**src/rtl/core/nrid_pkg.sv**
```systemverilog
package nrid_pkg;

  localparam int MAX_WIDTH     = 128;
  localparam int FRACTION_BITS = 16;
  localparam int PIX_W         = 8;
  localparam int COL_W         = $clog2(MAX_WIDTH);
  localparam int ROW_W         = 12;
  localparam int HEIGHT_LIMIT  = 4096;
  localparam int QUO_W         = PIX_W + 1 + FRACTION_BITS;
  localparam int SUM_W         = 48;
  localparam int NBR_N         = 4;
  localparam int STORE_AW      = COL_W + 1;
  localparam int ADDR_W        = 3;

  localparam logic [0:0] REG_WIDTH  = 1'b0;
  localparam logic [0:0] REG_HEIGHT = 1'b1;

  // neighbor slots
  localparam logic [1:0] NB_LEFT    = 2'd0;
  localparam logic [1:0] NB_UP      = 2'd1;
  localparam logic [1:0] NB_UPLEFT  = 2'd2;
  localparam logic [1:0] NB_UPRIGHT = 2'd3;

  typedef struct packed {
    logic [PIX_W-1:0]            a;
    logic [PIX_W-1:0]            b;
    logic [NBR_N-1:0][PIX_W-1:0] na;
    logic [NBR_N-1:0][PIX_W-1:0] nb;
    logic [NBR_N-1:0]            mask;
    logic                        last;
  } job_t;

endpackage

```
**src/rtl/core/nrid_div.sv**
```systemverilog
module nrid_div
  import nrid_pkg::*;
(
  input  logic             clk,
  input  logic             rst,
  input  logic             start,
  input  logic [PIX_W-1:0] num,
  input  logic [PIX_W-1:0] den,
  output logic             busy,
  output logic [QUO_W-1:0] quo
);

  localparam int CNT_W = $clog2(QUO_W);
  localparam logic [CNT_W-1:0] LAST_STEP = CNT_W'(QUO_W - 1);

  logic [QUO_W-1:0] dividend;
  logic [PIX_W:0]   divisor;
  logic [PIX_W+1:0] rem;
  logic [CNT_W-1:0] cnt;
  logic [PIX_W+1:0] trial;
  logic             take;

  assign trial = {rem[PIX_W:0], dividend[QUO_W-1]};
  assign take  = trial >= {1'b0, divisor};

  always_ff @(posedge clk) begin
    if (rst) begin
      busy <= 1'b0;
      cnt  <= '0;
    end else if (start) begin
      busy <= 1'b1;
      cnt  <= '0;
    end else if (busy) begin
      if (cnt == LAST_STEP) begin
        busy <= 1'b0;
      end
      cnt <= cnt + 1'b1;
    end
  end

  always_ff @(posedge clk) begin
    if (start) begin
      dividend <= {({1'b0, num} + 9'd1), {FRACTION_BITS{1'b0}}};
      divisor  <= {1'b0, den} + 9'd1;
      rem      <= '0;
      quo      <= '0;
    end else if (busy) begin
      dividend <= {dividend[QUO_W-2:0], 1'b0};
      rem      <= take ? (trial - {1'b0, divisor}) : trial;
      quo      <= {quo[QUO_W-2:0], take};
    end
  end

endmodule

```
**src/rtl/core/nrid_back.sv**
```systemverilog
module nrid_back
  import nrid_pkg::*;
(
  input  logic             clk,
  input  logic             rst,
  input  logic             restart,
  input  logic             job_empty,
  input  job_t             job_in,
  output logic             job_rd,
  output logic             empty,
  input  logic             pop,
  output logic [SUM_W-1:0] distance
);

  typedef enum logic [5:0] {
    B_IDLE = 6'b000001,
    B_SEL  = 6'b000010,
    B_DIV  = 6'b000100,
    B_TERM = 6'b001000,
    B_ADD  = 6'b010000,
    B_END  = 6'b100000
  } bstate_t;

  bstate_t          state;
  job_t             job;
  logic [1:0]       j;
  logic [SUM_W-1:0] sum;
  logic             out_valid;
  logic             start;
  logic [3:0]       busy;
  logic [QUO_W-1:0] q0, q1, q2, q3;
  logic [QUO_W:0]   term;
  logic [QUO_W-1:0] d0, d1;
  logic [SUM_W:0]   sum_wide;

  assign start  = state == B_SEL && job.mask[j];
  assign job_rd = state == B_IDLE && !job_empty;
  assign empty  = !out_valid;

  nrid_div u_div0 (.clk, .rst, .start, .num(job.na[j]), .den(job.a),
                   .busy(busy[0]), .quo(q0));
  nrid_div u_div1 (.clk, .rst, .start, .num(job.nb[j]), .den(job.b),
                   .busy(busy[1]), .quo(q1));
  nrid_div u_div2 (.clk, .rst, .start, .num(job.a), .den(job.na[j]),
                   .busy(busy[2]), .quo(q2));
  nrid_div u_div3 (.clk, .rst, .start, .num(job.b), .den(job.nb[j]),
                   .busy(busy[3]), .quo(q3));

  assign d0       = q0 > q1 ? q0 - q1 : q1 - q0;
  assign d1       = q2 > q3 ? q2 - q3 : q3 - q2;
  assign sum_wide = {1'b0, sum} + (SUM_W+1)'(term);

  always_ff @(posedge clk) begin
    if (state == B_IDLE && !job_empty) job <= job_in;
    if (state == B_TERM) term <= {1'b0, d0} + {1'b0, d1};
    if (state == B_END && !out_valid) distance <= sum;
  end

  always_ff @(posedge clk) begin
    if (rst) begin
      state     <= B_IDLE;
      j         <= '0;
      sum       <= '0;
      out_valid <= 1'b0;
    end else begin
      if (pop && out_valid) out_valid <= 1'b0;
      if (restart) sum <= '0;
      unique case (state)
        B_IDLE: begin
          j <= '0;
          if (!job_empty) state <= B_SEL;
        end
        B_SEL: begin
          if (job.mask[j]) state <= B_DIV;
          else if (j == 2'd3) state <= B_END;
          else j <= j + 2'd1;
        end
        B_DIV: begin
          if (busy == 4'd0) state <= B_TERM;
        end
        B_TERM: state <= B_ADD;
        B_ADD: begin
          sum <= sum_wide[SUM_W] ? {SUM_W{1'b1}} : sum_wide[SUM_W-1:0];
          if (j == 2'd3) begin
            state <= B_END;
          end else begin
            j     <= j + 2'd1;
            state <= B_SEL;
          end
        end
        B_END: begin
          if (!job.last) begin
            state <= B_IDLE;
          end else if (!out_valid) begin
            out_valid <= 1'b1;
            sum       <= '0;
            state     <= B_IDLE;
          end
        end
        default: state <= B_IDLE;
      endcase
    end
  end

endmodule

```
**config.mk**
```make
export PLATFORM = sky130hd
export DESIGN_NAME = nrid_back
export DESIGN_NICKNAME = d
export VERILOG_FILES = /design/src/rtl/core/nrid_pkg.sv /design/src/rtl/core/nrid_div.sv /design/src/rtl/core/nrid_back.sv
export SDC_FILE = /design/constraint.sdc
export NUM_CORES = 1
export LEC_CHECK = 0
export BUFFER_PORTS_ARGS = -buffer_cell sky130_fd_sc_hd__buf_2
export CORE_MARGIN = 4
export CORE_UTILIZATION = 62
export CTS_CLUSTER_DIAMETER = 60
export DETAILED_ROUTE_END_ITERATION = 8
export PLACE_DENSITY_LB_ADDON = 0.25
export SLEW_MARGIN = 30
export SYNTH_ARGS = -nofsm -noshare
export SYNTH_HDL_FRONTEND = slang
export SYNTH_SLANG_ARGS = --single-unit
```
**constraint.sdc**
```tcl
create_clock -name clk -period 7.9 [get_ports clk]
set_clock_uncertainty 0.2 [all_clocks]
set_input_delay 1.185 -clock clk [delete_from_list [all_inputs] [get_ports clk]]
set_output_delay 1.185 -clock clk [all_outputs]
set_load 0.02 [all_outputs]
```
Word level (Yosys, flattened, before mapping)
Cells that the tools add are included.
W data, S select, Z words.
{ "totals": {"reg_bits": 448, "latchBits": 0, "ramBits": 0, "romBits": 0, "in_bits": 90, "wordCells": 151, "n_memories": 0} }
{ "classes": {"add_sub_neg": 19, "mul": 0, "n_div": 0, "n_lt_le_gt_ge": 7, "n_eq_ne": 16, "n_shift": 0, "mux": 52, "bitwise": 0, "n_reduce_logical": 15} }
{ "op_table": {"columns": ["op", "count"], "rows": [
  ["$mux W25", 10],
  ["$mux W48", 4],
  ["$sub A25 B25 Y25", 4],
  ["$pmux W48 S2", 1],
  ["$gt A25 B25 Y1", 2],
  ["$add A48 B26 Y49", 1],
  ["$mux W6", 7],
  ["$ge A10 B9 Y1", 4],
  ["$add A8 B1 Y9 const B", 4],
  ["$mux W9", 4],
  ["$pmux W6 S6", 1],
  ["$sub A9 B9 Y9", 4],
  ["$bmux W8 S2", 2],
  ["$add A25 B25 Y26", 1],
  ["$add A5 B1 Y5 const B", 4],
  ["$eq A5 B5 Y1 const B", 4],
  ["$mux W1", 17],
  ["$mux W8", 2],
  ["$reduce_bool A2 Y1", 4],
  ["$eq A6 B1 Y1 const B", 1],
  ["$eq A6 B2 Y1 const B", 1],
  ["$eq A6 B3 Y1 const B", 1],
  ["$eq A6 B4 Y1 const B", 1],
  ["$eq A6 B5 Y1 const B", 1],
  ["17 further kinds", 24]
]} }

Longest topological paths before layout
Gate-level depths: netlist (run 1).
{ "depth": {"word_depth": 5, "ltp_mapped": 26, "depth_no_buf": 23} }

Modules after synthesis
Synthesis (run 1) repeated with hierarchy kept, for this count alone.
{ "hier_totals": {"cells_unflattened": 2737, "area_unflattened_um2": 26761.9} }
{ "modules_own_cells": {"columns": ["module", "n_inst", "cells_per_inst", "area_per_inst_um2", "seq_area_each_um2"], "rows": [
  ["nrid_back", 1, 1585, 15253.4, 5915.7],
  ["nrid_div at u_div1 ...", 2, 291, 2919.0, 1341.3],
  ["nrid_div at u_div0", 1, 293, 2861.5, 1341.3],
  ["nrid_div at u_div3", 1, 277, 2808.9, 1341.3]
]} }

Least setup slack after synthesis (run 1)
Ideal clock, no wire load.
{ "synth_timing": {"kind": "input-to-output", "start": "input port job_empty", "end": "output port job_rd", "arrival_ps": 4982, "required_ps": 6515, "slack_ps": 1533, "path_stages": 1, "cell_sequence": "nor2_1"} }
{ "synth_between": {"elab_chain_cells": 2} }
{ "synth_lines": {"columns": ["item", "line", "text"], "rows": [
  ["start: declaration", "nrid_back.sv:7", "input logic job_empty,"],
  ["$logic_not A1 Y1", null, null],
  ["$logic_and A1 B1 Y1", "nrid_back.sv:37", "assign job_rd = state == B_IDLE && !job_empty;"],
  ["end: declaration", "nrid_back.sv:9", "output logic job_rd,"]
]} }
No other way between the ends.

Final worst setup path (run 1)
{ "layout_timing": {"start": "register u_div0.quo[9]", "end": "register term[25] (data pin)"} }
{ "layout_between": {"elab_chain_cells": 3} }
{ "layout_lines": {"columns": ["item", "line", "text"], "rows": [
  ["start: declaration", "nrid_div.sv:10", "output logic [QUO_W-1:0] quo"],
  ["start signal: assignment", "nrid_div.sv:50", "quo <= {quo[QUO_W-2:0], take};"],
  ["$sub A25 B25 Y25 or $gt A25 B25 Y1 (tied branches)", "nrid_back.sv:49", "assign d0 = q0 > q1 ? q0 - q1 : q1 - q0;"],
  ["$mux W25 (*)", "nrid_back.sv:49", null],
  ["$add A25 B25 Y26 (*)", "nrid_back.sv:55", "if (state == B_TERM) term <= {1'b0, d0} + {1'b0, d1};"],
  ["end signal: assignment", "nrid_back.sv:55", null],
  ["end: declaration", "nrid_back.sv:32", "logic [QUO_W:0] term;"]
]} }
Mark *: on every way between the ends. The rest lies on a longest branch, timed or not.
A chain may end at the register's enable or synchronous reset.

==> key figures, run 1 <==
Layout
  • Final Cell Area: 28100 um^2
  • Final layout net count: 2993
  • # diodes: 0
  • Fin util: 70.0%
  • Commonest cells after routing, fill and taps aside: nand2_1, nor2_1, edfxtp_1
  • Commonest non-fill, non-tap cell in the layout: nand2_1
  • Area delta synth->final: 10.7%
  • Fraction of layout instances using a drive strength above 1: 10.6%
  • Final non-filler cell total: 3259

Routing
  • DRC Markers: 0
  • Vias per cell: 5.82
  • Avg WL per Cell: 17.1 um
  • Post-route ant nets: 0
  • Total number of vias: 19000
  • Drt first pass iters: 7
  • Drt initial violations: 1410
  • Detailed Route WL: 55800 um

Clock tree
  • Setup bufs post-CTS: 0
  • Root Buffer: clkbuf_16
  • Total CTS buffers: 47
  • Clk sinks: 448
  • H-tree levels: 2
  • TritonCTS clock tree: done
  • Skew-Pair Late Insertion Delay: 0.59 ns
  • Hold Buf Count CTS: 0
  • Clk slew on worst S/H paths: 0.06 ns
  • Post-cts resize count: 0
  • Longest Clk Path Bufs: 3

Synthesis
  • Synth Cell Area: 25400 um^2
  • Post-Syn Area per Cell: 9.76 um^2
  • Yosys warning total: 0
  • Distinct cells, synth: 74
  • Post-synthesis sequential area ratio: 44.5%
  • Synth Instances: 2599
  • EDFF count, synth: 231
  • Net Count, Synth: 2897
  • Ys flop type: edfxtp_1
  • Post-synth ARST share: 0%
  • Yosys reg bits: 448

STA
  • Max Clock Freq: 156 MHz
  • Fin crit share: 81.1%
  • Slew @ Worst Pin: 0.785 ns
  • Tmin final: 6.40 ns
  • Hold Violations, Final: 0
  • Final setup fails: 0
  • RSZ-0062 raised after global routing: false
  • Worst slew margin: 47.4%
  • Setup TNS: 0 ns
  • Final Max Slew Viols: 0

Critical path
  • WP data required: 8.01 ns
  • Max stage delay on crit path: 0.56 ns
  • CP arrival: 6.52 ns
  • Worst Setup End Kind: flip-flop
  • Critical-path top delay cell: or4_1
  • Max FO, Critical Path: 30
  • CP Class: reg2reg
  • Most frequent CP cell: a21o_1
  • Reg2reg start: u_div0.quo[9]
  • Worst-path cell chain: inv_1 -> ha_1 -> and4_1 -> nand3_1 -> or4_1 -> a21boi_1 -> and2_4 -> mux2i_1 -> a311o_1 -> xor2_1 -> ha_1 -> a21o_1 -> a21o_1 -> a21o_1 -> a21o_1 -> a221oi_1 -> a31oi_1 -> o21a_1 -> a311o_1 -> a21o_1 -> a21oi_1 -> o21ai_0
  • CP startpoint: u_div0.quo[9]
  • Crit path launch type: flip-flop

Placement
  • Port bufs: 139
  • Detailed Place HPWL: 39700 um
  • Gpl congestion: 0.989
  • Area after DPL: 26400 um^2
  • Post-Place Cells: 3171

Power
  • Power Density: 483 nW/um^2
  • Total Power: 13600 uW
  • Peak supply drop: 0.000602 V
  • Leakage: 0.0122 uW

Min path
  • Worst min path class: reg2reg
  • Min-Delay Startpoint: sum[42]

Die
  • Initial Utilization: 63.2%
  • DIE WIDTH: 210 um
  • Core area: 40100 um^2
  • Rows: 73
  • Chip height: 210 um
  • Die area: 44200 um^2
  • I/O pins: 140

Global route
  • Vias in the first global route: 18900
  • Gr usage total: 24.9%
  • Global-route wire length before repair: 92800 um
  • Global route overflow: 0
  • Initial antenna violation count: 0
  • Largest net degree at the start of global routing: 92

Status
  • Status: finished, final reports clean

Job
  • Max Cap Viol: 0
-- final cells by class --
cell class	count	area, um^2
Tap cell	525	657
Sequential cell	448	11300
Fill cell	2955	12000
Inverter	204	771
Clock buffer	71	1390
Clock inverter	17	231
Multi-Input combinational cell	1839	12900
Timing Repair Buffer	155	820
-- cell usage after synthesis, drive strengths merged, types with 22 or more instances --
| cell | count | area [um^2] |
|---|---|---|
| nand2 | 271 | 1020 |
| nor2 | 260 | 976 |
| edfxtp | 231 | 6940 |
| dfxtp | 217 | 4340 |
| inv | 204 | 766 |
| ha | 198 | 2480 |
| a21oi | 154 | 771 |
| mux2i | 141 | 1410 |
| o21ai | 112 | 561 |
| clkbuf | 86 | 323 |
| xnor2 | 84 | 736 |
| a21o | 80 | 601 |
| xor2 | 69 | 604 |
| nand3 | 51 | 255 |
| nand4 | 36 | 225 |
| a211oi | 31 | 243 |
| nor2b | 30 | 188 |
| a31oi | 29 | 188 |
| and3 | 27 | 169 |
| nand2b | 25 | 156 |
| o21a | 23 | 173 |
| buf | 22 | 113 |
-- final timing paths --
kind,to,slack (ns),depth (start not counted)
setup / recovery,term[25],1.50,22
hold / removal,distance[42],0.26,0
setup reg to reg,term[25],1.50,22
hold reg to reg,distance[42],0.26,0
-- stage by stage --
stage                     hold slack, ns  setup slack [ns]
final                              0.258              1.50
after detailed placement           0.238              1.60
after global placement             0.237              1.76
after floorplan                    0.223              1.53
after global routing               0.279              1.19
after CTS                          0.253              1.52
-- cells by family (layout without fill, tap and decap cells) --
| logic type | after synthesis | after routing | share of synthesized area (%) |
|---|---|---|---|
| simple gates | 772 | 772 | 13.7 |
| compound gates | 534 | 534 | 13.6 |
| flops | 448 | 448 | 44.5 |
| buf+inv | 312 | 447 | 4.74 |
| fa+ha+maj | 208 | 208 | 10.6 |
| mux | 172 | 172 | 7.71 |
| xor+xnor | 153 | 153 | 5.28 |
-- where the power goes --
group	internal, uW	leakage (uW)	switching (uW)
Sequential	3040	0.00399	158
Combinational	3450	0.00738	4650
Clock	1350	0.000802	917
-- sequential cells by signal (all words and copies together) (netlist names), 25 cells and up --
register	count
job	85
distance	48
sum	48
term	26
u_div0.quo	25
u_div1.quo	25
u_div2.quo	25
u_div3.quo	25
-- worst max-delay path: cells and delay by family, from the launching register on --
family / cells / cell delay, ns
muxes: 1 / 0.15
DFF: 1 / 0.37
buffers and inverters: 1 / 0.06
adders and majority gates: 2 / 0.87
AOI/OAI and AO/OA: 13 / 3.04
and+or+nand+nor: 4 / 1.25
xor gates and xnor gates: 1 / 0.18
-- metal layers --
metal | share of wire (%) | vias up | GRT usage, %
met5 | 0 | - | 0
met2 | 49 | 525 | 43.8
met3 | 5.3 | 102 | 3.84
met4 | 2.6 | 0 | 7.04
li1 | - | 9356 | -
met1 | 43 | 8989 | 32.2
Power figures use the tool's default switching activity.
==> run 2: changes to the inputs <==
Clock period 7.9 ns to 5.95 ns, I/O delays scaled along.
==> key figures, run 2 (synthesis results as in run 1) <==
Critical path
  • Worst Setup End Kind: flip-flop
  • CP Class: reg2reg
  • RR Endpoint: term[25]
  • Reg2reg path depth: 22
  • CP arrival: 5.81 ns
  • WP data required: 6.08 ns
  • Max FO, Critical Path: 6
  • Crit path launch type: flip-flop
  • Reg2reg setup slack: 0.27 ns
  • Reg2reg start: u_div0.quo[20]

STA
  • Max Clock Freq: 176 MHz
  • Worst slew margin: 38.8%
  • Final setup fails: 0
  • Fin crit share: 95.5%
  • Final Max Slew Viols: 0
  • Slew @ Worst Pin: 0.918 ns
  • Hold Violations, Final: 0
  • RSZ-0062 raised after global routing: false
  • Tmin final: 5.68 ns
  • WHS: 0.251 ns
  • Setup TNS: 0 ns

Clock tree
  • Clk slew on worst S/H paths: 0.06 ns
  • Setup bufs post-CTS: 0
  • Longest Clk Path Bufs: 3
  • Skew-Pair Late Insertion Delay: 0.58 ns
  • Hold Buf Count CTS: 0
  • H-tree levels: 2
  • TritonCTS clock tree: done
  • Total CTS buffers: 48
  • Root Buffer: clkbuf_16
  • Clk sinks: 448

Global route
  • Gr usage total: 25.2%
  • Largest net degree at the start of global routing: 117
  • Initial antenna violation count: 0
  • Global-route wire length before repair: 93800 um
  • Global route overflow: 0
  • Vias in the first global route: 19400

Die
  • Die area: 44200 um^2
  • Initial Utilization: 63.2%
  • DIE WIDTH: 210 um
  • Chip height: 210 um
  • I/O pins: 140
  • Rows: 73
  • Core area: 40100 um^2

Power
  • Leakage: 0.0125 uW
  • Power Density: 650 nW/um^2
  • Total Power: 18600 uW
  • Peak supply drop: 0.000817 V

Routing
  • DRC Markers: 0
  • Vias per cell: 5.82
  • Total number of vias: 19300
  • Avg WL per Cell: 17.0 um
  • Post-route ant nets: 0
  • Detailed Route WL: 56400 um
  • Drt initial violations: 1342
  • Drt first pass iters: 6

Min path
  • Hold Path Sink: distance[44]
  • Worst min path class: reg2reg
  • Worst hold stages: 0
  • Min-Delay Startpoint: sum[44]

Status
  • Status: finished, final reports clean

Layout
  • Area delta synth->final: 12.8%
  • Commonest non-fill, non-tap cell in the layout: nand2_1
  • Fraction of layout instances using a drive strength above 1: 13.3%
  • Filler Cell Count: 2868
  • Commonest cells after routing, fill and taps aside: nand2_1, nor2_1, edfxtp_1
  • Final Cell Area: 28600 um^2
  • Final layout net count: 3056
  • Max FFs per register: 85
  • # diodes: 0
  • Largest regs: job: 85 flops, distance: 48 flops, sum: 48 flops
  • Biggest register: job

Placement
  • Detailed Place HPWL: 40800 um
  • Area after DPL: 26900 um^2
  • Port bufs: 139
  • Gpl congestion: 0.959

Job
  • Max Cap Viol: 0
-- run 2: cell types whose count changed in the layout (fill, tap and decap cells not counted), moves of 3 or more --
cell / change
buf_4: +63
dfxtp_2: +5
clkbuf_2: -6
dfxtp_1: -5
ha_1: -3
ha_2: +3
clkbuf_1: +3
-- run 2: repair_timing --
action | CTS | global route
endpoints found under the setup margin | 0 | 5
resized for setup | 0 | 23
hold endpoints to repair | 0 | 0
-- run 2: layout make-up --
type,count,area (um^2),share of cell area [%]
well taps,525,657,2.30
inverters,204,771,2.69
clock inverters,17,174,0.608
clock buffers,72,1440,5.05
flip-flops and latches,448,11300,39.5
repair buffers,217,1280,4.48
multi-input cells,1839,13000,45.4
-- run 2: worst max-delay path by stage --
stage	slack (ns)	depth (start not counted)	start	end
floorplan	0.14	24	u_div0.quo[10]	term[25]
global placement	0.15	23	u_div0.quo[10]	term[25]
detailed placement	0.06	23	u_div0.quo[10]	term[25]
CTS	0.02	23	u_div0.quo[10]	term[25]
global route	0.04	22	u_div0.quo[8]	term[25]
finish	0.27	22	u_div0.quo[20]	term[25]
-- run 2: critical path, cell delays in order (launching register included) --
cell and delay (ns):
dfxtp_1 0.34, inv_1 0.06, ha_2 0.37, nand4_1 0.13
or2_4 0.28, or4_4 0.42, a21boi_1 0.16, nand2_1 0.12
mux2_2 0.34, a311o_1 0.37, xor2_2 0.18, ha_1 0.30
a21o_1 0.20, a21o_1 0.17, a21o_1 0.18, a21o_1 0.21
a221oi_2 0.28, a31oi_1 0.15, o21a_1 0.22, a311o_1 0.29
a21o_1 0.20, a21oi_2 0.16, o21ai_0 0.11
-- run 2: where the power goes --
part | internal (uW) | switching, uW
sequential | 4040 | 196
clock | 1810 | 1210
combinational | 4950 | 6380
-- run 2: stage by stage --
step | util (%) | cells | setup slack (ns)
after floorplan | - | 2599 | 0.140
after global placement | 67.1 | 3233 | 0.151
after detailed placement | 67.1 | 3233 | 0.0559
after CTS | 71.2 | 3322 | 0.0230
after global routing | 71.3 | 3322 | 0.0394
final | 71.3 | 3322 | 0.268
-- run 2: routing by layer --
| layer | track usage, % | wire (um) | vias up |
|---|---|---|---|
| li1 | - | - | 9481 |
| met4 | 8.57 | 1740 | 0 |
| met5 | 0 | 0 | - |
| met3 | 3.23 | 2460 | 107 |
| met2 | 44.6 | 27400 | 492 |
| met1 | 32.1 | 24700 | 9253 |
