**config.mk**
```make
export PLATFORM = sky130hd
export DESIGN_NAME = nrid_fifo
export DESIGN_NICKNAME = d
export VERILOG_FILES = /design/src/rtl/core/nrid_pkg.sv /design/src/rtl/core/nrid_fifo.sv
export SDC_FILE = /design/constraint.sdc
export NUM_CORES = 1
export LEC_CHECK = 0
export ABC_AREA = 1
export BUFFER_PORTS_ARGS = -buffer_cell sky130_fd_sc_hd__buf_2
export CORE_MARGIN = 5
export CORE_UTILIZATION = 31
export DETAILED_ROUTE_END_ITERATION = 8
export GPL_TIMING_DRIVEN = 0
export PLACE_DENSITY_LB_ADDON = 0.12
export SYNTH_ARGS = -nofsm -noshare
export SYNTH_HDL_FRONTEND = slang
export SYNTH_SLANG_ARGS = --single-unit
```
**constraint.sdc**
```tcl
create_clock -name clk -period 4.29 [get_ports clk]
set_input_delay 0.429 -clock clk [delete_from_list [all_inputs] [get_ports clk]]
set_output_delay 0.429 -clock clk [all_outputs]
set_load 0.1 [all_outputs]
```
**src/rtl/core/nrid_pkg.sv**
```systemverilog
package nrid_pkg;

  localparam int MAX_WIDTH     = 128;
  localparam int FRACTION_BITS = 16;
  localparam int PIX_W         = 8;
  localparam int COL_W         = $clog2(MAX_WIDTH);
  localparam int ROW_W         = 12;
  localparam int HEIGHT_LIMIT  = 4096;
  localparam int QUO_W         = PIX_W + 1 + FRACTION_BITS;
  localparam int SUM_W         = 48;
  localparam int NBR_N         = 4;
  localparam int STORE_AW      = COL_W + 1;
  localparam int ADDR_W        = 3;

  localparam logic [0:0] REG_WIDTH  = 1'b0;
  localparam logic [0:0] REG_HEIGHT = 1'b1;

  // neighbor slots
  localparam logic [1:0] NB_LEFT    = 2'd0;
  localparam logic [1:0] NB_UP      = 2'd1;
  localparam logic [1:0] NB_UPLEFT  = 2'd2;
  localparam logic [1:0] NB_UPRIGHT = 2'd3;

  typedef struct packed {
    logic [PIX_W-1:0]            a;
    logic [PIX_W-1:0]            b;
    logic [NBR_N-1:0][PIX_W-1:0] na;
    logic [NBR_N-1:0][PIX_W-1:0] nb;
    logic [NBR_N-1:0]            mask;
    logic                        last;
  } job_t;

endpackage

```
**src/rtl/core/nrid_fifo.sv**
```systemverilog
module nrid_fifo
  import nrid_pkg::*;
(
  input  logic clk,
  input  logic rst,
  input  logic wr,
  input  job_t wdata,
  output logic wfull,
  input  logic rd,
  output job_t rdata,
  output logic rempty
);

  job_t       slots [2];
  logic       wptr;
  logic       rptr;
  logic [1:0] count;

  assign wfull  = count == 2'd2;
  assign rempty = count == 2'd0;
  assign rdata  = slots[rptr];

  always_ff @(posedge clk) begin
    if (rst) begin
      wptr  <= 1'b0;
      rptr  <= 1'b0;
      count <= '0;
    end else begin
      if (wr && !wfull) wptr <= ~wptr;
      if (rd && !rempty) rptr <= ~rptr;
      count <= count + {1'b0, wr && !wfull} - {1'b0, rd && !rempty};
    end
  end

  always_ff @(posedge clk) begin
    if (wr && !wfull) slots[wptr] <= wdata;
  end

endmodule

```
After elaboration in Yosys (flattened, before gate mapping)
Memory sizes are Yosys's and may differ from the RTL's. A register that Yosys moved wholly into a read port is not among the register bits.
Index checks and enable logic that the tools add are counted.
{"block": "word_totals", "ff_bits": 4, "ram_bits": 170, "in_bits": 89, "out_inout_bits": 87, "elab_cells": 18, "n_memories": 1}
{"memory": "slots", "depth": 2, "word_bits": 85, "rd": 1, "rd_ports_with_merged_regs": 1, "wr": 1, "line": "nrid_fifo.sv:14", "rtl": "job_t slots [2];"}
{"block": "op_classes", "n_addsub": 2, "n_eq_ne": 1, "mux": 4, "bitwise_logic": 2, "n_reduce_logical": 5}
{"op": "1-bit two-way mux", "count": 4}
{"op": "2-bit by 1-bit adder with 2-bit output", "count": 1}
{"op": "2-bit == test (second input constant)", "count": 1}
{"op": "1-bit logical AND", "count": 2}
{"op": "1-bit zero test", "count": 2}
{"op": "2-bit zero test", "count": 1}
{"op": "1-bit inverter", "count": 2}
{"op": "2-bit by 1-bit subtractor with 2-bit output", "count": 1}

Logic depth before layout (Yosys ltp)
Gate-level depths: netlist of the first run.
{"block": "logic_depth", "word_depth": 5, "depth_mapped": 11, "ltp_nobuf": 11}

Worst setup path before layout of the first run
No wires, ideal clock.
{"block": "synth_timing", "path_type": "reg2reg", "start": "reg count[0]", "end": "mem slots[0][0] (netlist name) (enable)", "setup_time_ns": 0.529, "arrival_time_ns": 4.102, "required_time_ns": 3.761, "slack_ns": -0.341, "path_stages_with_launch": 5, "path_buffers": 0, "synth_period_minus_slack_ns": 4.631, "path_cell_list": "dfxtp_1 inv_1 nand2_1 nand2_1 nor2_1"}
{"block": "synth_between", "elab_chain_cells": 5}
{"element": "from (decl)", "line": "nrid_fifo.sv:17", "rtl": "logic [1:0] count;"}
{"element": "from (signal assigned)", "line": "nrid_fifo.sv:31", "rtl": "count <= count + {1'b0, wr && !wfull} - {1'b0, rd && !rempty};"}
{"element": "2-bit == test", "line": "nrid_fifo.sv:19", "rtl": "assign wfull = count == 2'd2;"}
{"element": "1-bit zero test", "line": "nrid_fifo.sv:36", "rtl": "if (wr && !wfull) slots[wptr] <= wdata;"}
{"element": "1-bit logical AND", "line": "nrid_fifo.sv:36"}
{"element": "1-bit two-way mux", "line": "nrid_fifo.sv:36"}
{"element": "1-bit two-way mux (implied by the code)", "line": "nrid_fifo.sv:36"}
{"element": "to (decl)", "line": "nrid_fifo.sv:14"}
Every way passes these cells.

==> results of run 1 <==
registers in the layout, summed over array words and instances (netlist names), named ones only:
name / cells
wptr: 1
count: 2
rptr: 1
slots: 170
synthesized netlist by cell type:
library cell	count	share of area [%]
a21oi_1	2	0.16
buf_2	3	0.23
buf_4	1	0.12
buf_6	5	0.88
dfxtp_1	5	1.6
edfxtp_1	170	80
ha_1	2	0.39
inv_1	10	0.59
mux2_1	50	8.8
mux2_2	35	6.2
nand2_1	8	0.47
nand3_1	3	0.23
nor2_1	9	0.53
worst paths after layout:
check | start | to | slack, ps | cells after the start
setup reg to reg | count[0]$_SDFF_PP0_ | slots[0][84]$_DFFE_PP_ | 2340 | 6
hold / removal | rst | count[0]$_SDFF_PP0_ | 170 | 2
setup / recovery | register | rdata[76] | 2010 | 4
hold reg to reg | rptr$_SDFFE_PP0P_ | register | 520 | 2
logic make-up after synthesis:
family	Yosys count	synth area share, %
multiplexers	85	14.97
AND/OR/NAND/NOR	20	1.233
buffers and inverters	19	1.820
adder cells (fa/ha/maj)	2	0.3914
flip-flops	175	81.43
AO/OA/AOI/OAI	2	0.1566
layer usage:
metal / track usage (%) / routed length [µm]
met5: 0 / 0
met4: 3.280 / 133
met3: 4.300 / 816
met2: 18.09 / 6377
met1: 12.77 / 5434
area by class of cell:
cell class / instances / area, µm²
Clock inverter: 14 / 202.7
Tap cell: 270 / 337.8
Sequential cell: 175 / 5205
Multi-Input combinational cell: 109 / 1079
Timing Repair Buffer: 179 / 970.9
Fill cell: 1905 / 11960
Clock buffer: 18 / 429.2
Buffer: 9 / 78.83
Inverter: 10 / 40.04
through the flow:
stage                     util, %  setup WS [ps]  hold WS, ps
after floorplan                 -           1087        467.5
after global placement      37.48         -453.1        486.3
after detailed placement    37.99           2294        507.8
after CTS                   41.10           1942        147.3
after global routing        41.10           1883        157.8
final                       41.10           2009        172.7
critical path, delay by kind of cell (launching register included):
family | cells | cell delay [ps]
flops | 1 | 360
buf+inv | 3 | 730
mux | 1 | 340
==> results by group, run 1 <==
Job
  • Max capacitance violation total: 0

Setup path
  • Start-to-end type of the worst setup path: register to primary output
  • Element type at the critical path end: primary output
  • Slowest cell on the critical path: dfxtp_1
  • Crit path required time: 3860 ps
  • WP data arrival: 1850 ps
  • Sort of element at the start of the critical path: register
  • Biggest fanout along the worst timing path: 10
  • CP cell instances: buf_4, buf_6, mux2_1, buf_2
  • Highest cell delay on the worst timing path: 360 ps

Worst hold path
  • Hold Path Class: input pin to register

Global route
  • Via count of the first global-routing pass: 3741
  • Largest net degree at the start of global routing: 49
  • Global router's overall resource usage: 10.77%
  • Global-route wire length before repair: 19770 µm
  • Remaining global-route overflow: 0
  • Initial antenna violation count: 0

Clocking
  • Sinks on Clock Net: 175
  • CTS tree: done
  • Max H-tree Level: 4
  • Hold bufs inserted after CTS: 0
  • Number of CTS-inserted buffers: 17
  • Clk pin slew, worst setup/hold paths: 70 ps
  • Root cell of the clock tree: clkbuf_16
  • Clock latency of the later-clocked register in the worst-skew pair: 410 ps
  • Number of setup buffers added after CTS: 0
  • Number of gates resized after cts: 0
  • Number of buffers between clock root and the deepest sink: 2

Route
  • Post-detailed-route via-to-cell ratio: 4.228
  • First drt pass iteration count: 4
  • Total DRC errors in the routed layout: 0
  • Routed length per placed instance: 16.28 µm
  • Routed Antenna Nets: 0
  • DRC marker count from the first detailed-route iteration: 98
  • Total detailed-routing wirelength: 12760 µm
  • Via count: 3315

Floorplanning
  • Starting utilization of the core area: 31.49%
  • DIE AREA: 23590 µm²
  • Width of the die: 153.6 µm
  • Core footprint: 20300 µm²
  • Number of ports placed on the die boundary: 176
  • Core Rows: 52
  • Height of the die: 153.6 µm

Layout
  • Most frequent standard cell in the layout excluding fill and tap cells: buf_2
  • Diodes inserted: 0
  • Area growth from synthesis to final layout: 30.51%
  • Total number of nets in the final design: 592
  • Filler-free cell count of the finished design: 784
  • Share of layout cells above drive strength 1: 49.81%
  • Total non-filler cell area in the finished layout: 8343 µm²
  • Top library cells by usage in the layout, fill and taps aside: buf_2 (178), edfxtp_1 (170), mux2_1 (50), mux2_2 (35), clkbuf_16 (17)

STA
  • Maximum frequency from static timing analysis: 438.3 MHz
  • Unrepaired setup endpoints after global routing: false
  • Final Hold Fails: 0
  • Worst slew margin relative to its limit: 60.00%
  • Period utilisation layout: 53.18%
  • Setup violation total in the final timing report: 0
  • Period minus WS final: 2281 ps
  • TNS Setup: 0 ps
  • Tightest Pin Transition: 598.6 ps
  • Final Max Tran Viols: 0
  • Worst Skew: 8.817 ps

Synth
  • Syn Area/Cell: 21.10 µm²
  • Gate count after technology mapping: 303
  • Post-synthesis net count: 394
  • Unique cell type count in the Yosys netlist: 13
  • Sequential share of the synthesized area: 81.42%
  • Number of register bits inferred by synthesis: 175
  • Post-synthesis cell area: 6392 µm²
  • Count of synthesis-stage warnings from yosys: 0

Status
  • Outcome: finished, final reports clean

Place
  • HPWL Detailed: 8708 µm
  • Placer's final routability congestion estimate: 0.6716
  • Number of input and output port buffers inserted: 175
  • Total placed cells including tap cells: 752
  • Standard cell area after detailed placement: 7711 µm²
Power of run 1 is not shown: default switching activity piles up to over one toggle a cycle in this logic, so the estimate is an artifact.
==> inputs of run 2 (changes only) <==
--- a/config.mk
+++ b/config.mk
@@ -5,7 +5,7 @@
 export SDC_FILE = /design/constraint.sdc
 export NUM_CORES = 1
 export LEC_CHECK = 0
-export ABC_AREA = 1
+export ABC_AREA = 0
 export BUFFER_PORTS_ARGS = -buffer_cell sky130_fd_sc_hd__buf_2
 export CORE_MARGIN = 5
 export CORE_UTILIZATION = 31
==> constraint.sdc (replaced) <==
create_clock -name clk -period 2.3 [get_ports clk]
set_input_delay 0.23 -clock clk [delete_from_list [all_inputs] [get_ports clk]]
set_output_delay 0.23 -clock clk [all_outputs]
set_load 0.1 [all_outputs]
==> run 2 against run 1 <==
- critical path depth is the same
- count of clock-buffer cells in the layout did not move
- sequential share of layout area down 5.2 points
- routed wire length up 1.0%
- via count grew 8.3%
- non-clock buffer count up 84
- final cell count rose by 8.9%
- critical path type unchanged
==> results by group, run 2 <==
Status
  • Outcome: finished, final reports clean

Layout
  • Number of flip-flops in the largest register: 170 (unchanged)
  • Total non-filler cell area in the finished layout: 9102 µm² (+9.1%)
  • Total number of nets in the final design: 664 (+12%)
  • Diodes inserted: 0 (unchanged)
  • Registers with the most flip-flops: slots: 170 flops, count: 2 flops
  • Share of layout cells above drive strength 1: 52.74% (+2.9 points)
  • Fill cell total of the finished layout: 1849 (-2.9%)
  • Area growth from synthesis to final layout: 42.79%
  • Top register by number of flip-flops: slots
  • Utilization after layout: 44.99% (+3.9 points)
  • Most frequent standard cell in the layout excluding fill and tap cells: buf_2
  • Filler-free cell count of the finished design: 854 (+8.9%)
  • Top library cells by usage in the layout, fill and taps aside: buf_2 (178), edfxtp_1 (170), mux2_2 (85), dlygate4sd3_1 (85), clkbuf_16 (17)

STA
  • Tightest Pin Transition: 618.7 ps (+20.12 ps)
  • Period utilisation layout: 92.97%
  • Worst Skew: 6.101 ps (-2.716 ps)
  • Unrepaired setup endpoints after global routing: false
  • Maximum frequency from static timing analysis: 467.7 MHz
  • Final Max Tran Viols: 0 (unchanged)
  • Period minus WS final: 2138 ps
  • Setup violation total in the final timing report: 0 (unchanged)
  • Final Hold Fails: 0 (unchanged)
  • Worst slew margin relative to its limit: 58.75% (-1.2 points)

Floorplanning
  • Core Rows: 52 (unchanged)
  • Height of the die: 153.4 µm (-0.13%)
  • DIE AREA: 23530 µm² (-0.26%)
  • Starting utilization of the core area: 31.51% (about the same)
  • Number of ports placed on the die boundary: 176 (unchanged)
  • Core footprint: 20230 µm² (-0.32%)
  • Width of the die: 153.4 µm (-0.13%)

Global route
  • Largest net degree at the start of global routing: 47 (-4.1%)
  • Via count of the first global-routing pass: 3966 (+6.0%)
  • Remaining global-route overflow: 0 (unchanged)
  • Global router's overall resource usage: 11.05% (+0.28 points)
  • Global-route wire length before repair: 20340 µm (+2.9%)
  • Initial antenna violation count: 0 (unchanged)

Synth
  • Synth cell count leaders: edfxtp_1 (170), mux2_2 (85), buf_6 (5), dfxtp_1 (5), nor2_1 (4)
  • Sequential share of the synthesized area: 81.65% (+0.22 points)
  • Number of register bits inferred by synthesis: 175 (unchanged)
  • Post-synth EDFFs: 170 (unchanged)
  • Yosys top cell area share: 80.08% (+0.22 points)
  • Post-synthesis net count: 382 (-3.0%)
  • Unique cell type count in the Yosys netlist: 22 (+9)
  • Gate count after technology mapping: 291 (-4.0%)
  • Main synth FF type: edfxtp_1
  • Count of synthesis-stage warnings from yosys: 0 (unchanged)
  • Post-synthesis cell area: 6375 µm² (-0.27%)
  • Proportion of synthesized flip-flops having asynchronous set or reset: 0% (unchanged)
  • Most numerous cell in the Yosys netlist: edfxtp_1
  • Top post-synthesis cells by area: edfxtp_1 (80%), mux2_2 (15%), dfxtp_1 (1.6%)
  • Syn Area/Cell: 21.91 µm² (+3.8%)
  • Dominant cell type by area after synthesis: edfxtp_1

Clocking
  • Number of CTS-inserted buffers: 17 (unchanged)
  • Max H-tree Level: 4 (unchanged)
  • Number of buffers between clock root and the deepest sink: 2 (unchanged)
  • Hold bufs inserted after CTS: 85 (+85)
  • CTS tree: done
  • Clock latency of the later-clocked register in the worst-skew pair: 410 ps (about the same)
  • Sinks on Clock Net: 175 (unchanged)
  • Root cell of the clock tree: clkbuf_16
  • Clk pin slew, worst setup/hold paths: 60 ps (about the same)
  • Number of gates resized after cts: 0 (unchanged)
  • Number of setup buffers added after CTS: 0 (unchanged)

Setup path
  • Start-to-end type of the worst setup path: register to primary output
  • Biggest fanout along the worst timing path: 10 (unchanged)
  • Element type at the critical path end: primary output
  • Sort of element at the start of the critical path: register
  • Crit path required time: 2070 ps (-1790 ps)
  • WP data arrival: 1910 ps (+60 ps)

Route
  • Total DRC errors in the routed layout: 0 (unchanged)
  • First drt pass iteration count: 4 (unchanged)
  • Total detailed-routing wirelength: 12890 µm (+1.0%)
  • Post-detailed-route via-to-cell ratio: 4.204 (-0.58%)
  • Routed Antenna Nets: 0 (unchanged)
  • Via count: 3590 (+8.3%)
  • Routed length per placed instance: 15.09 µm (-7.3%)
  • DRC marker count from the first detailed-route iteration: 123 (+26%)

Place
  • Standard cell area after detailed placement: 7689 µm² (-0.29%)
  • HPWL Detailed: 8607 µm (-1.2%)
  • Placer's final routability congestion estimate: 0.6843 (+1.9%)
  • Total placed cells including tap cells: 739 (-1.7%)
  • Number of input and output port buffers inserted: 175 (unchanged)

Worst hold path
  • Hold Path Class: input pin to register

Job
  • Max capacitance violation total: 0 (unchanged)
==> run 2: path summary, 6_finish.rpt <==
kind | startpoint | cells after the start | slack (ps) | to
worst max-delay path | register | 4 | 160 | rdata[52]
worst min-delay path | rst | 2 | 50 | count[0]$_SDFF_PP0_
worst max register to register | count[0]$_SDFF_PP0_ | 5 | 400 | slots[0][55]$_DFFE_PP_
worst min register to register | wptr$_SDFFE_PP0P_ | 2 | 510 | wptr$_SDFFE_PP0P_
==> run 2: logic make-up (layout without fill, tap and decap cells) <==
| family | Yosys count | count (layout) | synth area share, % |
|---|---|---|---|
| AOI/OAI and AO/OA | 3 | 3 | 0.2747 |
| xor gates and xnor gates | 2 | 2 | 0.2748 |
| adders and majority gates | 2 | 2 | 0.3925 |
| buffers and inverters | 13 | 306 | 1.472 |
| DFF | 175 | 175 | 81.65 |
| muxes | 85 | 85 | 15.01 |
| and+or+nand+nor | 11 | 11 | 0.9225 |
==> run 2: layout make-up <==
cell class                      instances  area [µm²]  share of cell area [%]
Multi-Input combinational cell        103        1090                   11.97
Inverter                                4       31.28                  0.3436
Buffer                                  9       78.83                  0.8660
Clock inverter                         12       133.9                   1.471
Sequential cell                       175        5207                   57.21
Tap cell                              270       337.8                   3.711
Clock buffer                           18       429.2                   4.715
Timing Repair Buffer                  263        1794                   19.71
==> run 2: critical path: stages, from the launching register on <==
cell and delay [ps]:
dfxtp_1 400, buf_4 260, buf_6 180, mux2_2 350, buf_2 290
==> run 2: metal layers <==
layer,up-vias,global-route usage [%],wire length [µm]
li1,1715,-,-
met1,1742,13.02,5518
met2,120,18.17,6159
met3,13,5.033,1075
met4,0,3.406,136
met5,-,0,0
==> run 2: stage by stage <==
| stage | hold slack, ps | setup WS [ps] | setup TNS [ps] |
|---|---|---|---|
| after floorplan | 294.2 | -85.29 | -7249 |
| after global placement | 418.1 | -897.9 | -112140 |
| after detailed placement | 421.3 | 399.9 | 0 |
| after CTS | 24.89 | 83.69 | 0 |
| after global routing | 45.22 | 53.22 | 0 |
| final | 51.52 | 161.7 | 0 |
Power of run 2 is left out for the same reason.
==> inputs of run 3 (changes only) <==
--- a/config.mk
+++ b/config.mk
@@ -5,13 +5,14 @@
 export SDC_FILE = /design/constraint.sdc
 export NUM_CORES = 1
 export LEC_CHECK = 0
-export ABC_AREA = 0
+export ABC_AREA = 1
 export BUFFER_PORTS_ARGS = -buffer_cell sky130_fd_sc_hd__buf_2
 export CORE_MARGIN = 5
-export CORE_UTILIZATION = 31
+export CORE_UTILIZATION = 40
 export DETAILED_ROUTE_END_ITERATION = 8
 export GPL_TIMING_DRIVEN = 0
 export PLACE_DENSITY_LB_ADDON = 0.12
+export SLEW_MARGIN = 5
 export SYNTH_ARGS = -nofsm -noshare
 export SYNTH_HDL_FRONTEND = slang
 export SYNTH_SLANG_ARGS = --single-unit
==> run 3 against run 2 <==
- die area fell by 21%
- critical path depth is the same
- sequential cell count unchanged
- highest routed layer unchanged
- via count up 1.2%
- clock skew up 1.2 ps
- register-to-register slack got worse by 30 ps
- first-iteration DRC count fell by 24%
- critical path type unchanged
- worst setup slack gained 57 ps
- maximum frequency up 2.7%
- core utilization rose by 13 points
==> results by group, run 3 (synthesis gave the netlist of run 1 again) <==
Pwr
  • Static power due to leakage: 0.003483 µW
  • Power density over cell area: 1361 nW/µm²
  • Worst-case vdd ir drop: 0.0007377 V

STA
  • Unrepaired setup endpoints after global routing: false
  • Setup violation total in the final timing report: 0 (unchanged)
  • Final Hold Fails: 0 (unchanged)
  • Period utilisation layout: 90.50% (-2.5 points)
  • Maximum frequency from static timing analysis: 480.4 MHz (+2.7%)
  • Tightest Pin Transition: 613.6 ps (-5.096 ps)
  • Worst Skew: 7.343 ps (+1.242 ps)
  • Final Max Tran Viols: 0 (unchanged)
  • Period minus WS final: 2082 ps (-56.80 ps)
  • TNS Setup: 0 ps (unchanged)
  • Worst setup slack after layout: 218.5 ps (+56.80 ps)
  • Worst slew margin relative to its limit: 59.00% (+0.24 points)
  • Min Hold Slack: 25.15 ps (-26.37 ps)

Layout
  • Area growth from synthesis to final layout: 42.42%
  • Number of flip-flops in the largest register: 170 (unchanged)
  • Total number of nets in the final design: 678 (+2.1%)
  • Most frequent standard cell in the layout excluding fill and tap cells: buf_2
  • Registers with the most flip-flops: slots: 170 flops, count: 2 flops
  • Top library cells by usage in the layout, fill and taps aside: buf_2 (178), edfxtp_1 (170), dlygate4sd3_1 (85), mux2_1 (50), mux2_2 (35)
  • Share of layout cells above drive strength 1: 43.17% (-9.6 points)
  • Filler-free cell count of the finished design: 816 (-4.4%)
  • Diodes inserted: 0 (unchanged)
  • Utilization after layout: 57.73% (+13 points)
  • Top register by number of flip-flops: slots

Global route
  • Via count of the first global-routing pass: 4016 (+1.3%)
  • Global-route wire length before repair: 19600 µm (-3.6%)
  • Largest net degree at the start of global routing: 33 (-30%)
  • Initial antenna violation count: 0 (unchanged)
  • Remaining global-route overflow: 0 (unchanged)
  • Global router's overall resource usage: 13.81% (+2.8 points)

Place
  • Number of input and output port buffers inserted: 175 (unchanged)
  • Total placed cells including tap cells: 699 (-5.4%)
  • Worst slack at placement: 350.7 ps (-49.27 ps)
  • Placer's final routability congestion estimate: 0.7139 (+4.3%)
  • HPWL Detailed: 8230 µm (-4.4%)

Route
  • First drt pass iteration count: 4 (unchanged)
  • Via count: 3633 (+1.2%)
  • DRC marker count from the first detailed-route iteration: 93 (-24%)
  • Post-detailed-route via-to-cell ratio: 4.452 (+5.9%)
  • Total DRC errors in the routed layout: 0 (unchanged)
  • Routed Antenna Nets: 0 (unchanged)
  • Total detailed-routing wirelength: 12500 µm (-3.0%)
  • Routed length per placed instance: 15.31 µm (+1.5%)

Job
  • Max capacitance violation total: 0 (unchanged)

Clocking
  • Max H-tree Level: 4 (unchanged)
  • CTS tree: done
  • Number of CTS-inserted buffers: 17 (unchanged)
  • Sinks on Clock Net: 175 (unchanged)
  • Clock latency of the later-clocked register in the worst-skew pair: 420 ps (about the same)
  • Number of buffers between clock root and the deepest sink: 2 (unchanged)
  • Root cell of the clock tree: clkbuf_16
  • Number of setup buffers added after CTS: 0 (unchanged)
  • Clk pin slew, worst setup/hold paths: 60 ps (about the same)

Floorplanning
  • Starting utilization of the core area: 40.53% (+9.0 points)
  • Width of the die: 136.4 µm (-11%)
  • Number of ports placed on the die boundary: 176 (unchanged)
  • DIE AREA: 18610 µm² (-21%)
  • Core footprint: 15770 µm² (-22%)
  • Height of the die: 136.4 µm (-11%)
  • Core Rows: 46 (-12%)

Setup path
  • Start-to-end type of the worst setup path: register to primary output
  • WP data arrival: 1850 ps (-60 ps)
  • Sort of element at the start of the critical path: register
  • Biggest fanout along the worst timing path: 10 (unchanged)
  • Element type at the critical path end: primary output
  • Slack of the worst reg-to-reg path: 370 ps (-30 ps)
  • Crit path required time: 2070 ps (about the same)

Status
  • Outcome: finished, final reports clean

Worst hold path
  • Hold Path Class: input pin to register
-- run 3: changes by cell type in the layout (fill, tap and decap cells not counted), moves of 2 or more --
cell / previous run / this run
mux2_1: 0 / 50
mux2_2: 85 / 35
inv_1: 2 / 9
nand2_1: 1 / 8
nand3_1: 0 / 3
nor2_1: 4 / 7
clkinvlp_4: 3 / 5
dfxtp_1: 3 / 5
dfxtp_2: 2 / 0
-- run 3: worst max-delay path: stages (launching register included) --
cell and delay [ps]:
dfxtp_1 360, buf_4 240, buf_6 180, mux2_1 340, buf_2 300
-- run 3: final timing paths --
check / cells after the start / endpoint / startpoint
worst max register to register: 6 / slots[0][39]$_DFFE_PP_ / count[0]$_SDFF_PP0_
worst min-delay path: 1 / slots[0][68]$_DFFE_PP_ / wdata[68]
worst min register to register: 2 / rptr$_SDFFE_PP0P_ / rptr$_SDFFE_PP0P_
worst max-delay path: 4 / rdata[57] / register
-- run 3: layer usage --
metal | track usage, % | share of wire [%] | vias to the layer above
met2 | 23.42 | 50 | 110
met4 | 5.487 | 1.9 | 0
met1 | 16.32 | 41 | 1756
met3 | 4.441 | 6.3 | 18
met5 | 0 | 0 | -
li1 | - | - | 1749
-- run 3: cell type report --
class / count / area, µm²
buffer: 9 / 78.83
clock buffer: 17 / 425.4
clock inverter: 15 / 160.2
fill: 1265 / 6666
inverter: 10 / 41.29
multi-input combinational: 109 / 1081
sequential: 175 / 5205
tap: 216 / 270.3
timing repair buffer: 265 / 1842
-- run 3: what timing repair did --
action	in CTS	in global routing
hold buffers	85	0
gates resized for setup	0	0
hold endpoints to repair	169	0
-- run 3: report_power, final --
part	switching, µW	internal (µW)	leakage [µW]	total, µW
Clock	1200	1620	0.000279	2820
Combinational	4400	1040	0.00157	5440
Sequential	103	4040	0.00163	4140
Total	5700	6690	0.00348	12400
-- run 3: per-stage QoR --
stage / area [µm²] / power (µW)
floorplan: 6406 / 8673
global placement: 7552 / 9473
CTS: 9104 / 12550
detailed placement: 7667 / 9585
finish: 9104 / 12390
global route: 9104 / 12880
(Power assumes the default switching activity.)
